### config.mk
export PLATFORM = sky130hd
export DESIGN_NAME = cubic_lattice_connectivity_gen_unit
export DESIGN_NICKNAME = d
export VERILOG_FILES = /design/src/rtl/core/clcg_pkg.sv /design/src/rtl/core/clcg_mac.sv /design/src/rtl/core/cubic_lattice_connectivity_gen_unit.sv
export SDC_FILE = /design/constraint.sdc
export NUM_CORES = 1
export LEC_CHECK = 0
export BUFFER_PORTS_ARGS = -buffer_cell sky130_fd_sc_hd__buf_4
export CORE_ASPECT_RATIO = 0.8
export CORE_MARGIN = 2
export CORE_UTILIZATION = 35
export CTS_BUF_LIST = sky130_fd_sc_hd__clkbuf_4 sky130_fd_sc_hd__clkbuf_8
export DETAILED_ROUTE_END_ITERATION = 8
export SLEW_MARGIN = 30
export SYNTH_ARGS = -nofsm -noshare
export SYNTH_HDL_FRONTEND = slang
export SYNTH_SLANG_ARGS = --single-unit
export TNS_END_PERCENT = 20
### constraint.sdc
create_clock -name clk -period 11.45 [get_ports clk]
set_input_delay 0 -clock clk [delete_from_list [all_inputs] [get_ports clk]]
set_output_delay 0 -clock clk [all_outputs]
set_load 0.02 [all_outputs]
### src/rtl/core/clcg_pkg.sv
// shared types, constants and corner tables of the cubic lattice connectivity generator
`timescale 1ns / 1ps
`default_nettype none

package clcg_pkg;

  localparam int DEFAULT_MAX_SIZE = 64;

  localparam int SIZE_W     = 7;
  localparam int POS_W      = 6;
  localparam int HALF_W     = 7;
  localparam int ID_W       = 20;
  localparam int KIND_W     = 2;
  localparam int PLANE_W    = 2 * SIZE_W;
  localparam int CFG_ADDR_W = 4;
  localparam int CFG_DATA_W = 32;
  localparam int CFG_IDX_W  = 2;

  // register index, taken from paddr[3:2]
  localparam logic [CFG_IDX_W-1:0] REG_SIZE_X = 2'd0;
  localparam logic [CFG_IDX_W-1:0] REG_SIZE_Y = 2'd1;
  localparam logic [CFG_IDX_W-1:0] REG_SIZE_Z = 2'd2;
  localparam logic [CFG_IDX_W-1:0] REG_KIND   = 2'd3;

  localparam logic OP_POINT = 1'b0;
  localparam logic OP_CELL  = 1'b1;

  localparam logic REC_NODE = 1'b0;
  localparam logic REC_EDGE = 1'b1;

  typedef enum logic [KIND_W-1:0] {
    LK_SIMPLE = 2'd0,
    LK_BODY   = 2'd1,
    LK_FACE   = 2'd2
  } lattice_kind_t;

  typedef struct packed {
    logic             operation;
    logic [POS_W-1:0] pos_i;
    logic [POS_W-1:0] pos_j;
    logic [POS_W-1:0] pos_k;
    logic             restart;
  } cmd_t;

  typedef struct packed {
    logic              record_kind;
    logic [ID_W-1:0]   node_id;
    logic [ID_W-1:0]   partner_id;
    logic [HALF_W-1:0] half_x;
    logic [HALF_W-1:0] half_y;
    logic [HALF_W-1:0] half_z;
    logic              last;
  } res_t;

  // operands of the shared multiply-add unit
  typedef struct packed {
    logic [PLANE_W-1:0] a;
    logic [SIZE_W-1:0]  b;
    logic [ID_W-1:0]    addend;
  } mac_op_t;

  // corner code of an fcc face edge: bit0 adds 1, bit1 adds size_x, bit2 adds the plane
  function automatic logic [2:0] fcc_corner(input logic [2:0] face, input logic [1:0] n);
    logic [2:0] lo;
    logic [2:0] hi;
    lo = 3'b000;
    hi = 3'b000;
    case (face[2:1])
      2'd0: begin
        hi = 3'b001;
        case (n)
          2'd0:    lo = 3'b000;
          2'd1:    lo = 3'b100;
          2'd2:    lo = 3'b110;
          default: lo = 3'b010;
        endcase
      end
      2'd1: begin
        hi = 3'b010;
        case (n)
          2'd0:    lo = 3'b000;
          2'd1:    lo = 3'b001;
          2'd2:    lo = 3'b100;
          default: lo = 3'b101;
        endcase
      end
      default: begin
        hi = 3'b100;
        lo = {1'b0, n};
      end
    endcase
    return face[0] ? (lo | hi) : lo;
  endfunction

endpackage

`default_nettype wire

### src/rtl/core/clcg_mac.sv
// shared multiply-add unit for the lattice index arithmetic
`timescale 1ns / 1ps
`default_nettype none

module clcg_mac import clcg_pkg::*; (
  input  mac_op_t         op,
  output logic [ID_W-1:0] sum
);

  logic [PLANE_W+SIZE_W-1:0] prod;

  assign prod = op.a * op.b;
  // ids wrap modulo 2^20
  assign sum  = op.addend + prod[ID_W-1:0];

endmodule

`default_nettype wire

### src/rtl/core/cubic_lattice_connectivity_gen_unit.sv
// cubic lattice connectivity generator: sequencer, record builder and register port
// after a transfer the multiply-add states plane, base, row and offset run, then the record steps
// (point pass 4 steps, bcc cell 9, fcc cell 5 per present face and 1 per absent one)
// cmd_stall is high from a transfer until the last step is issued or the item yields no
// record, so no new item is taken before then; one record step a cycle when res_stall stays low
// reset: synchronous rst clears the sequencer, output valid, extra node counter and
// the configuration registers (sizes 2, simple cubic)
`timescale 1ns / 1ps
`default_nettype none

module cubic_lattice_connectivity_gen_unit import clcg_pkg::*; #(
  parameter int MAX_SIZE = DEFAULT_MAX_SIZE
) (
  input  logic                  clk,
  input  logic                  rst,
  // configuration port
  input  logic                  psel,
  input  logic                  penable,
  input  logic                  pwrite,
  input  logic [CFG_ADDR_W-1:0] paddr,
  input  logic [CFG_DATA_W-1:0] pwdata,
  output logic [CFG_DATA_W-1:0] prdata,
  output logic                  pready,
  // item channel
  input  logic                  cmd_valid,
  output logic                  cmd_stall,
  input  cmd_t                  cmd,
  // record channel
  output logic                  res_valid,
  input  logic                  res_stall,
  output res_t                  res
);

  // size registers are 7 bits, so the saturation bound never exceeds 127
  localparam int SIZE_CAP_INT = (MAX_SIZE > (1 << SIZE_W) - 1) ? (1 << SIZE_W) - 1 : MAX_SIZE;
  localparam logic [SIZE_W-1:0] SIZE_CAP = SIZE_W'(SIZE_CAP_INT);

  localparam logic [3:0] PT_LAST_REC   = 4'd3;
  localparam logic [3:0] BCC_LAST_REC  = 4'd8;
  localparam logic [3:0] FCC_LAST_REC  = 4'd4;
  localparam logic [2:0] FCC_LAST_FACE = 3'd5;

  typedef enum logic [5:0] {
    ST_IDLE  = 6'b000001,
    ST_PLANE = 6'b000010,
    ST_BASE  = 6'b000100,
    ST_ROW   = 6'b001000,
    ST_OFF   = 6'b010000,
    ST_EMIT  = 6'b100000
  } state_t;

  function automatic logic [SIZE_W-1:0] clamp_size(input logic [SIZE_W-1:0] r);
    if (r < SIZE_W'(2)) return SIZE_W'(2);
    if (r > SIZE_CAP) return SIZE_CAP;
    return r;
  endfunction

  // coordinate in half-cell units: lattice plane (2n, +2 on the far face) or cell middle
  function automatic logic [HALF_W-1:0] half_pos(input logic [POS_W-1:0] idx,
                                                 input logic on_plane, input logic far);
    if (on_plane) return {idx, 1'b0} + {{(HALF_W-2){1'b0}}, far, 1'b0};
    return {idx, 1'b1};
  endfunction

  // configuration registers
  logic [SIZE_W-1:0] size_x, size_y, size_z;
  logic [KIND_W-1:0] lattice_kind;
  logic              cfg_wr;

  assign pready = 1'b1;
  assign cfg_wr = psel && penable && pwrite && pready;

  always_ff @(posedge clk) begin
    if (rst) begin
      size_x       <= SIZE_W'(2);
      size_y       <= SIZE_W'(2);
      size_z       <= SIZE_W'(2);
      lattice_kind <= LK_SIMPLE;
    end else if (cfg_wr) begin
      case (paddr[3:2])
        REG_SIZE_X: size_x       <= pwdata[SIZE_W-1:0];
        REG_SIZE_Y: size_y       <= pwdata[SIZE_W-1:0];
        REG_SIZE_Z: size_z       <= pwdata[SIZE_W-1:0];
        REG_KIND:   lattice_kind <= pwdata[KIND_W-1:0];
        default:    ;
      endcase
    end
  end

  always_comb begin
    case (paddr[3:2])
      REG_SIZE_X: prdata = {{(CFG_DATA_W-SIZE_W){1'b0}}, size_x};
      REG_SIZE_Y: prdata = {{(CFG_DATA_W-SIZE_W){1'b0}}, size_y};
      REG_SIZE_Z: prdata = {{(CFG_DATA_W-SIZE_W){1'b0}}, size_z};
      REG_KIND:   prdata = {{(CFG_DATA_W-KIND_W){1'b0}}, lattice_kind};
      default:    prdata = '0;
    endcase
  end

  // saturated sizes; registers should change only while idle, which the block does not enforce
  logic [SIZE_W-1:0] sx, sy, sz;
  assign sx = clamp_size(size_x);
  assign sy = clamp_size(size_y);
  assign sz = clamp_size(size_z);

  // sequencer and item registers
  state_t             state;
  logic               op_r;
  logic [POS_W-1:0]   i_r, j_r, k_r;
  logic [PLANE_W-1:0] plane;
  logic [ID_W-1:0]    base;
  logic [ID_W-1:0]    off;
  logic [2:0]         grp;
  logic [3:0]         rec;
  logic [ID_W-1:0]    extra_count;
  logic               cmd_acc;

  assign cmd_stall = (state != ST_IDLE);
  assign cmd_acc   = cmd_valid && !cmd_stall;

  // shared multiply-add: plane, base, row offset, then full offset
  mac_op_t         mac_op;
  logic [ID_W-1:0] mac_sum;

  clcg_mac u_mac (
    .op  (mac_op),
    .sum (mac_sum)
  );

  always_comb begin
    mac_op = '0;
    case (state)
      ST_PLANE: begin
        mac_op.a = {{(PLANE_W-SIZE_W){1'b0}}, sx};
        mac_op.b = sy;
      end
      ST_BASE: begin
        mac_op.a = plane;
        mac_op.b = sz;
      end
      ST_ROW: begin
        mac_op.a      = {{(PLANE_W-POS_W){1'b0}}, j_r};
        mac_op.b      = sx;
        mac_op.addend = {{(ID_W-POS_W){1'b0}}, i_r};
      end
      ST_OFF: begin
        mac_op.a      = plane;
        mac_op.b      = {{(SIZE_W-POS_W){1'b0}}, k_r};
        mac_op.addend = off;
      end
      default: mac_op = '0;
    endcase
  end

  // does this item yield any record
  logic kind_ok, pt_in, cell_in, item_ok;
  assign kind_ok = (lattice_kind == LK_SIMPLE) || (lattice_kind == LK_BODY) ||
                   (lattice_kind == LK_FACE);
  assign pt_in   = ({1'b0, i_r} < sx) && ({1'b0, j_r} < sy) && ({1'b0, k_r} < sz);
  assign cell_in = ({1'b0, i_r} < sx - SIZE_W'(1)) && ({1'b0, j_r} < sy - SIZE_W'(1)) &&
                   ({1'b0, k_r} < sz - SIZE_W'(1));
  assign item_ok = kind_ok && ((op_r == OP_POINT) ? pt_in :
                               ((lattice_kind != LK_SIMPLE) && cell_in));

  // step enables: point node and forward edges, fcc faces (far faces on the boundary only)
  logic [3:0] en_pt;
  logic [5:0] face_en;
  assign en_pt   = {({1'b0, k_r} < sz - SIZE_W'(1)), ({1'b0, j_r} < sy - SIZE_W'(1)),
                    ({1'b0, i_r} < sx - SIZE_W'(1)), 1'b1};
  assign face_en = {({1'b0, k_r} == sz - SIZE_W'(2)), 1'b1,
                    ({1'b0, j_r} == sy - SIZE_W'(2)), 1'b1,
                    ({1'b0, i_r} == sx - SIZE_W'(2)), 1'b1};

  // per-step decode
  logic       step_en, step_last, step_final, step_bump;
  logic [2:0] code;
  logic       is_node;

  always_comb begin
    step_en    = 1'b0;
    step_last  = 1'b0;
    step_final = 1'b0;
    step_bump  = 1'b0;
    code       = 3'b000;
    is_node    = (rec == 4'd0);
    if (op_r == OP_POINT) begin
      step_en    = en_pt[rec[1:0]];
      step_last  = ((en_pt >> rec[1:0]) >> 1) == 4'd0;
      step_final = (rec == PT_LAST_REC);
      case (rec[1:0])
        2'd1:    code = 3'b001;
        2'd2:    code = 3'b010;
        default: code = 3'b100;
      endcase
    end else if (lattice_kind == LK_BODY) begin
      // centre node, then corners in offset order
      step_en    = 1'b1;
      step_final = (rec == BCC_LAST_REC);
      step_last  = step_final;
      step_bump  = step_final;
      code       = rec[2:0] - 3'd1;
    end else begin
      step_en    = face_en[grp];
      step_final = (!face_en[grp] || rec == FCC_LAST_REC) && (grp == FCC_LAST_FACE);
      step_last  = (rec == FCC_LAST_REC) && (((face_en >> grp) >> 1) == 6'd0);
      step_bump  = face_en[grp] && (rec == FCC_LAST_REC);
      code       = fcc_corner(grp, rec[1:0] - 2'd1);
    end
  end

  // record fields
  logic [PLANE_W:0]    corner_ofs;
  logic [ID_W-1:0]     partner, ext_id, id_cur;
  logic [HALF_W-1:0]   hx, hy, hz;
  res_t                rec_new;

  assign corner_ofs = (code[0] ? (PLANE_W+1)'(1) : '0) +
                      (code[1] ? {{(PLANE_W+1-SIZE_W){1'b0}}, sx} : '0) +
                      (code[2] ? {1'b0, plane} : '0);
  assign partner = off + {{(ID_W-PLANE_W-1){1'b0}}, corner_ofs};
  assign ext_id  = base + extra_count;
  assign id_cur  = (op_r == OP_POINT) ? off : ext_id;

  always_comb begin
    if (op_r == OP_POINT) begin
      hx = half_pos(i_r, 1'b1, 1'b0);
      hy = half_pos(j_r, 1'b1, 1'b0);
      hz = half_pos(k_r, 1'b1, 1'b0);
    end else if (lattice_kind == LK_BODY) begin
      hx = half_pos(i_r, 1'b0, 1'b0);
      hy = half_pos(j_r, 1'b0, 1'b0);
      hz = half_pos(k_r, 1'b0, 1'b0);
    end else begin
      // face normal axis sits on a lattice plane
      hx = half_pos(i_r, grp[2:1] == 2'd0, grp[0]);
      hy = half_pos(j_r, grp[2:1] == 2'd1, grp[0]);
      hz = half_pos(k_r, grp[2:1] == 2'd2, grp[0]);
    end
  end

  always_comb begin
    rec_new             = '0;
    rec_new.node_id     = id_cur;
    rec_new.last        = step_last;
    if (is_node) begin
      rec_new.record_kind = REC_NODE;
      rec_new.half_x      = hx;
      rec_new.half_y      = hy;
      rec_new.half_z      = hz;
    end else begin
      rec_new.record_kind = REC_EDGE;
      rec_new.partner_id  = partner;
    end
  end

  // output register holds a record under res_stall; the builder waits while it is full and stalled
  logic slot_free, emit_go;
  assign slot_free = !res_valid || !res_stall;
  assign emit_go   = (state == ST_EMIT) && slot_free;

  always_ff @(posedge clk) begin
    if (rst) begin
      res_valid <= 1'b0;
    end else if (emit_go && step_en) begin
      res_valid <= 1'b1;
    end else if (!res_stall) begin
      res_valid <= 1'b0;
    end
  end

  always_ff @(posedge clk) begin
    if (emit_go && step_en) begin
      res <= rec_new;
    end
  end

  // extra node counter
  always_ff @(posedge clk) begin
    if (rst) begin
      extra_count <= '0;
    end else if (cmd_acc && cmd.restart) begin
      extra_count <= '0;
    end else if (emit_go && step_bump) begin
      extra_count <= extra_count + ID_W'(1);
    end
  end

  // sequencer
  always_ff @(posedge clk) begin
    if (rst) begin
      state <= ST_IDLE;
    end else begin
      case (state)
        ST_IDLE:  if (cmd_acc) state <= ST_PLANE;
        ST_PLANE: state <= ST_BASE;
        ST_BASE:  state <= ST_ROW;
        ST_ROW:   state <= ST_OFF;
        ST_OFF:   state <= item_ok ? ST_EMIT : ST_IDLE;
        ST_EMIT:  if (emit_go && step_final) state <= ST_IDLE;
        default:  state <= ST_IDLE;
      endcase
    end
  end

  // item fields, products and step counters
  always_ff @(posedge clk) begin
    if (cmd_acc) begin
      op_r <= cmd.operation;
      i_r  <= cmd.pos_i;
      j_r  <= cmd.pos_j;
      k_r  <= cmd.pos_k;
    end
    if (state == ST_PLANE) plane <= mac_sum[PLANE_W-1:0];
    if (state == ST_BASE)  base  <= mac_sum;
    if (state == ST_ROW || state == ST_OFF) off <= mac_sum;
    if (state == ST_OFF) begin
      grp <= 3'd0;
      rec <= 4'd0;
    end else if (emit_go) begin
      if (op_r == OP_CELL && lattice_kind == LK_FACE &&
          (!face_en[grp] || rec == FCC_LAST_REC)) begin
        grp <= grp + 3'd1;
        rec <= 4'd0;
      end else begin
        rec <= rec + 4'd1;
      end
    end
  end

`ifndef SYNTHESIS
  // outside record emission any held record closes its item
  a_held_is_last: assert property (@(posedge clk) disable iff (rst)
    (state != ST_EMIT && res_valid) |-> res.last)
    else $error("pending record outside emission without last");

  // counter moves only on a restart transfer or while records are built
  a_count_source: assert property (@(posedge clk) disable iff (rst)
    ($past(!rst) && extra_count != $past(extra_count)) |->
      ($past(state) == ST_EMIT || $past(cmd_acc)))
    else $error("extra node counter changed outside emission");

  // node records carry no partner
  a_node_partner: assert property (@(posedge clk) disable iff (rst)
    (res_valid && res.record_kind == REC_NODE) |-> (res.partner_id == '0))
    else $error("node record with nonzero partner");

  // a simple cubic lattice never reaches the cell emission
  a_simple_cell: assert property (@(posedge clk) disable iff (rst)
    (state == ST_EMIT && op_r == OP_CELL) |-> (lattice_kind != LK_SIMPLE))
    else $error("cell pass emitting on a simple cubic lattice");
`endif

endmodule

`default_nettype wire
==> summary by stage <==
Clock network
The count of hold-fix buffers inserted at cts is 35. The clock latency on the worst-skew pair is 510 ps. The number of clock buffers added by TritonCTS is 17.

After clock tree synthesis, the setup repair step added 0 buffers. Clock-pin slew was measured on the worst setup and hold paths at 110 ps. The post-CTS resize count is 0. The number of clock sinks is 193. The tree is rooted in a clkbuf_8. The clock tree synthesis step divided the H-tree into 4 levels. The longest clock path from root to sink contains 2 buffers. The CTS tree is built.

Synthesis
The distinct cell type count of the synthesized netlist is 79. The most common cell in the netlist is nor2_1. The largest total area in the synthesized netlist belongs to edfxtp_1.

The commonest cells after synthesis are 196 x nor2_1, 150 x inv_1, 137 x ha_1. After synthesis the netlist holds a flip-flop and latch count of 193. After synthesis, the cell types taking the most area are edfxtp_1 26%, fa_1 11%, ha_1 11%. The average cell area after synthesis is 9.76 um2. The dominant synthesized flop cell is edfxtp_1.

After synthesis, flip-flops and latches occupy 33.6% of the total area. The cell count after synthesis is 1594. The area share of the largest cell type after synthesis is 26.2%. Yosys mapped a number of flops with a built-in enable equal to 136. The synthesized area is 0.0156 mm2. The Yosys step of the flow raised 0 warnings. Of all flip-flops after synthesis, the portion carrying an async set or reset was 0%.

Routing
The final route contains 12000 vias. After detailed routing, the average wire length per cell comes to 17.2 um. The total wirelength of the detailed-routed design is 40200 um. In the routed layout, each cell is associated on average with a via count of 5.16. The detail route stage leaves a number of antenna-violating nets equal to 0. The initial detailed-routing violation count is 1142. The remaining routing DRC violations is 0. The length of the first detailed-routing pass in iterations is 5.

Global route
The number of global-route vias before repair was 11600. The first global-routing pass estimated 64400 um of wire. The leftover overflow at the end of global routing is 0.

The largest net degree at the start of global routing is 64. The global-route usage over all layers is 17.9%. The number of antenna violations at the first check in global routing came to 0.

Timing
The number of max-slew violations in the final report is 0. After layout, the minimum clock period comes to 7350 ps. The worst path uses 64.2% of the clock period. The worst hold margin is 41.9 ps. Setup violations remaining at the end of the flow were counted as 0. The clock arrives with 15.8 ps of skew. Setup repair after global routing left no endpoint under its margin. Headroom to the max-slew limit came out at 39.1%. The highest achievable clock rate is 136 MHz. For the pin with the worst max-slew slack, the measured transition is 912 ps. The final worst setup slack is 4100 ps. The final total negative setup slack is 0 ps. The final hold violation count is 0.

Floorplan
The count of boundary I/O pins is 161. The core region is 0.0441 mm2. The number of standard-cell rows in the floorplan is 69. The initial cell density of the core is 35.3%. The die is 193 um tall.

The total die area is 0.0462 mm2. The die extent in x is 240 um.

Final layout
The count of filler cells inserted in the layout is 4349. Compared with the post-synthesis result, the final layout area differs by 13.6%. The number of standard cells in the final layout excluding fillers is 2334. The final layout contains 2004 nets. The register area is 0.00523 mm2. The total inserted antenna cells is 0. The share of cells above drive strength 1 is 12.5%. The multi-input combinational cells in the finished layout cover a total of 0.00944 mm2.

Power and ir drop
In this run the static leakage power is 7.03 nW. Total power for the finished layout comes to 0.00140 W. For this design the ratio of total power to cell area is 79.1 mW/mm2. Across the VDD grid, the largest voltage drop is 0.0604 mV.

Flow run
The number of max-capacitance violations reported is 0.

Setup path
STA classifies the critical path endpoint as a flop. The critical path is of the flop to flop type. The type of origin of the critical path is a flop. In this run the worst path has a maximum fanout of 23.

The data arrival time of the worst path is 7610 ps. STA puts the critical path data required time at 11710 ps.

Placed design
Detailed placement ended at an HPWL of 31400 um. Before CTS, the worst setup slack after placement is 4150 ps. The count of placed standard cells including taps is 2266. The routability-driven placement congestion ratio is 0.883.

The count of buffers added on input and output ports is 107.

Min path
The worst hold path belongs to the class input pin to flop.

Status
The flow ran to the end, and the final reports show no timing, DRC or antenna violations.
[sequential cells by signal, summed over array words and instances (netlist names), 7 cells and up]
| register | cells |
|---|---|
| extra_count | 20 |
| base | 20 |
| off | 20 |
| plane | 14 |
| size_z | 7 |
| res | 63 |
| size_x | 7 |
| size_y | 7 |
[layer usage]
layer | global-route usage, % | wire length, um | up-vias
li1 | - | - | 5756
met3 | 2.42 | 2320 | 35
met1 | 26.7 | 20000 | 5888
met4 | 4.01 | 485 | 0
met2 | 27.4 | 17400 | 358
met5 | 0 | 0 | -
[kinds of logic after synthesis]
family,count (synthesis),synth area share (%)
XOR/XNOR,89,5.01
other,2,0.0483
AND/OR/NAND/NOR,526,17.1
buffers and inverters,233,6.42
multiplexers,59,4.07
flip-flops,193,33.6
AO/OA/AOI/OAI,269,11.7
adder cells (fa/ha/maj),223,22.1
[worst paths after layout]
check / slack, ps / to / from / cells after the start
worst max-delay path: 4100 / base[18] / state[3] / 21
worst min-delay path: 40 / lattice_kind[1] / pwrite / 4
worst max register to register: 4100 / base[18] / state[3] / 21
worst min register to register: 530 / res_valid / res_valid / 2
[where the power goes]
| group | total (W) | leakage (nW) | internal (W) | switching (W) |
|---|---|---|---|---|
| Combinational | 0.000181 | 5.22 | 0.0000780 | 0.000103 |
| Clock | 0.000442 | 0.190 | 0.000161 | 0.000281 |
| Sequential | 0.000775 | 1.62 | 0.000752 | 0.0000229 |
| Total | 0.00140 | 7.03 | 0.000991 | 0.000407 |
[worst max-delay path, cell delays in order, from the launching register on]
cell      delay (ps)
dfxtp_1          500
nor4_1           130
nand3b_1         290
clkinv_1         670
a22oi_1          500
o21ai_0          170
a21oi_2          560
or2_2            240
fa_1             440
fa_1             550
inv_1             60
fa_1             500
fa_1             490
ha_1             350
o21a_1           120
o31a_1           130
o211ai_1         230
a21oi_1          140
o31ai_1          540
o211ai_1         180
a21oi_1          210
xnor2_1          110
[layout make-up]
cell class / count / area share, %
multi-input combinational: 1192 / 53.4
sequential: 193 / 29.6
timing repair buffer: 163 / 7.40
tap: 603 / 4.27
inverter: 151 / 3.21
clock buffer: 17 / 1.32
clock inverter: 15 / 0.835
[cells in the final DEF, fill, tap and decap left out, types with 7 or more instances in the layout]
cell,Yosys,layout
edfxtp_1,136,136
or2_2,26,26
mux2_2,14,14
o21bai_1,9,9
buf_4,26,125
nand4_1,13,13
nor4_1,11,11
nand2_1,81,81
clkbuf_8,0,17
dlygate4sd3_1,0,35
or3_1,10,10
o21ai_0,47,47
dfxtp_1,57,57
o211ai_1,17,17
nor2_1,196,195
nor2b_1,27,27
xor2_1,32,32
a211oi_1,12,12
o311ai_1,9,9
inv_1,150,149
nor3_1,21,21
a21oi_1,66,64
and3_1,9,9
a222oi_1,7,7
conb_1,2,26
fa_1,86,86
nand3_1,34,34
xnor2_1,57,57
nand2b_1,36,36
mux2i_1,43,43
a21o_1,12,12
ha_1,137,137
o21a_1,25,25
and2_1,28,28
o41ai_1,11,11
[metrics by stage]
step	util [%]	cell area [um2]
2_1_floorplan	-	15700
3_3_place_gp	38.4	16900
3_5_place_dp	38.4	16900
4_1_cts	40.1	17700
5_1_grt	40.1	17700
6_report	40.1	17700
(Power assumes the default switching activity.)
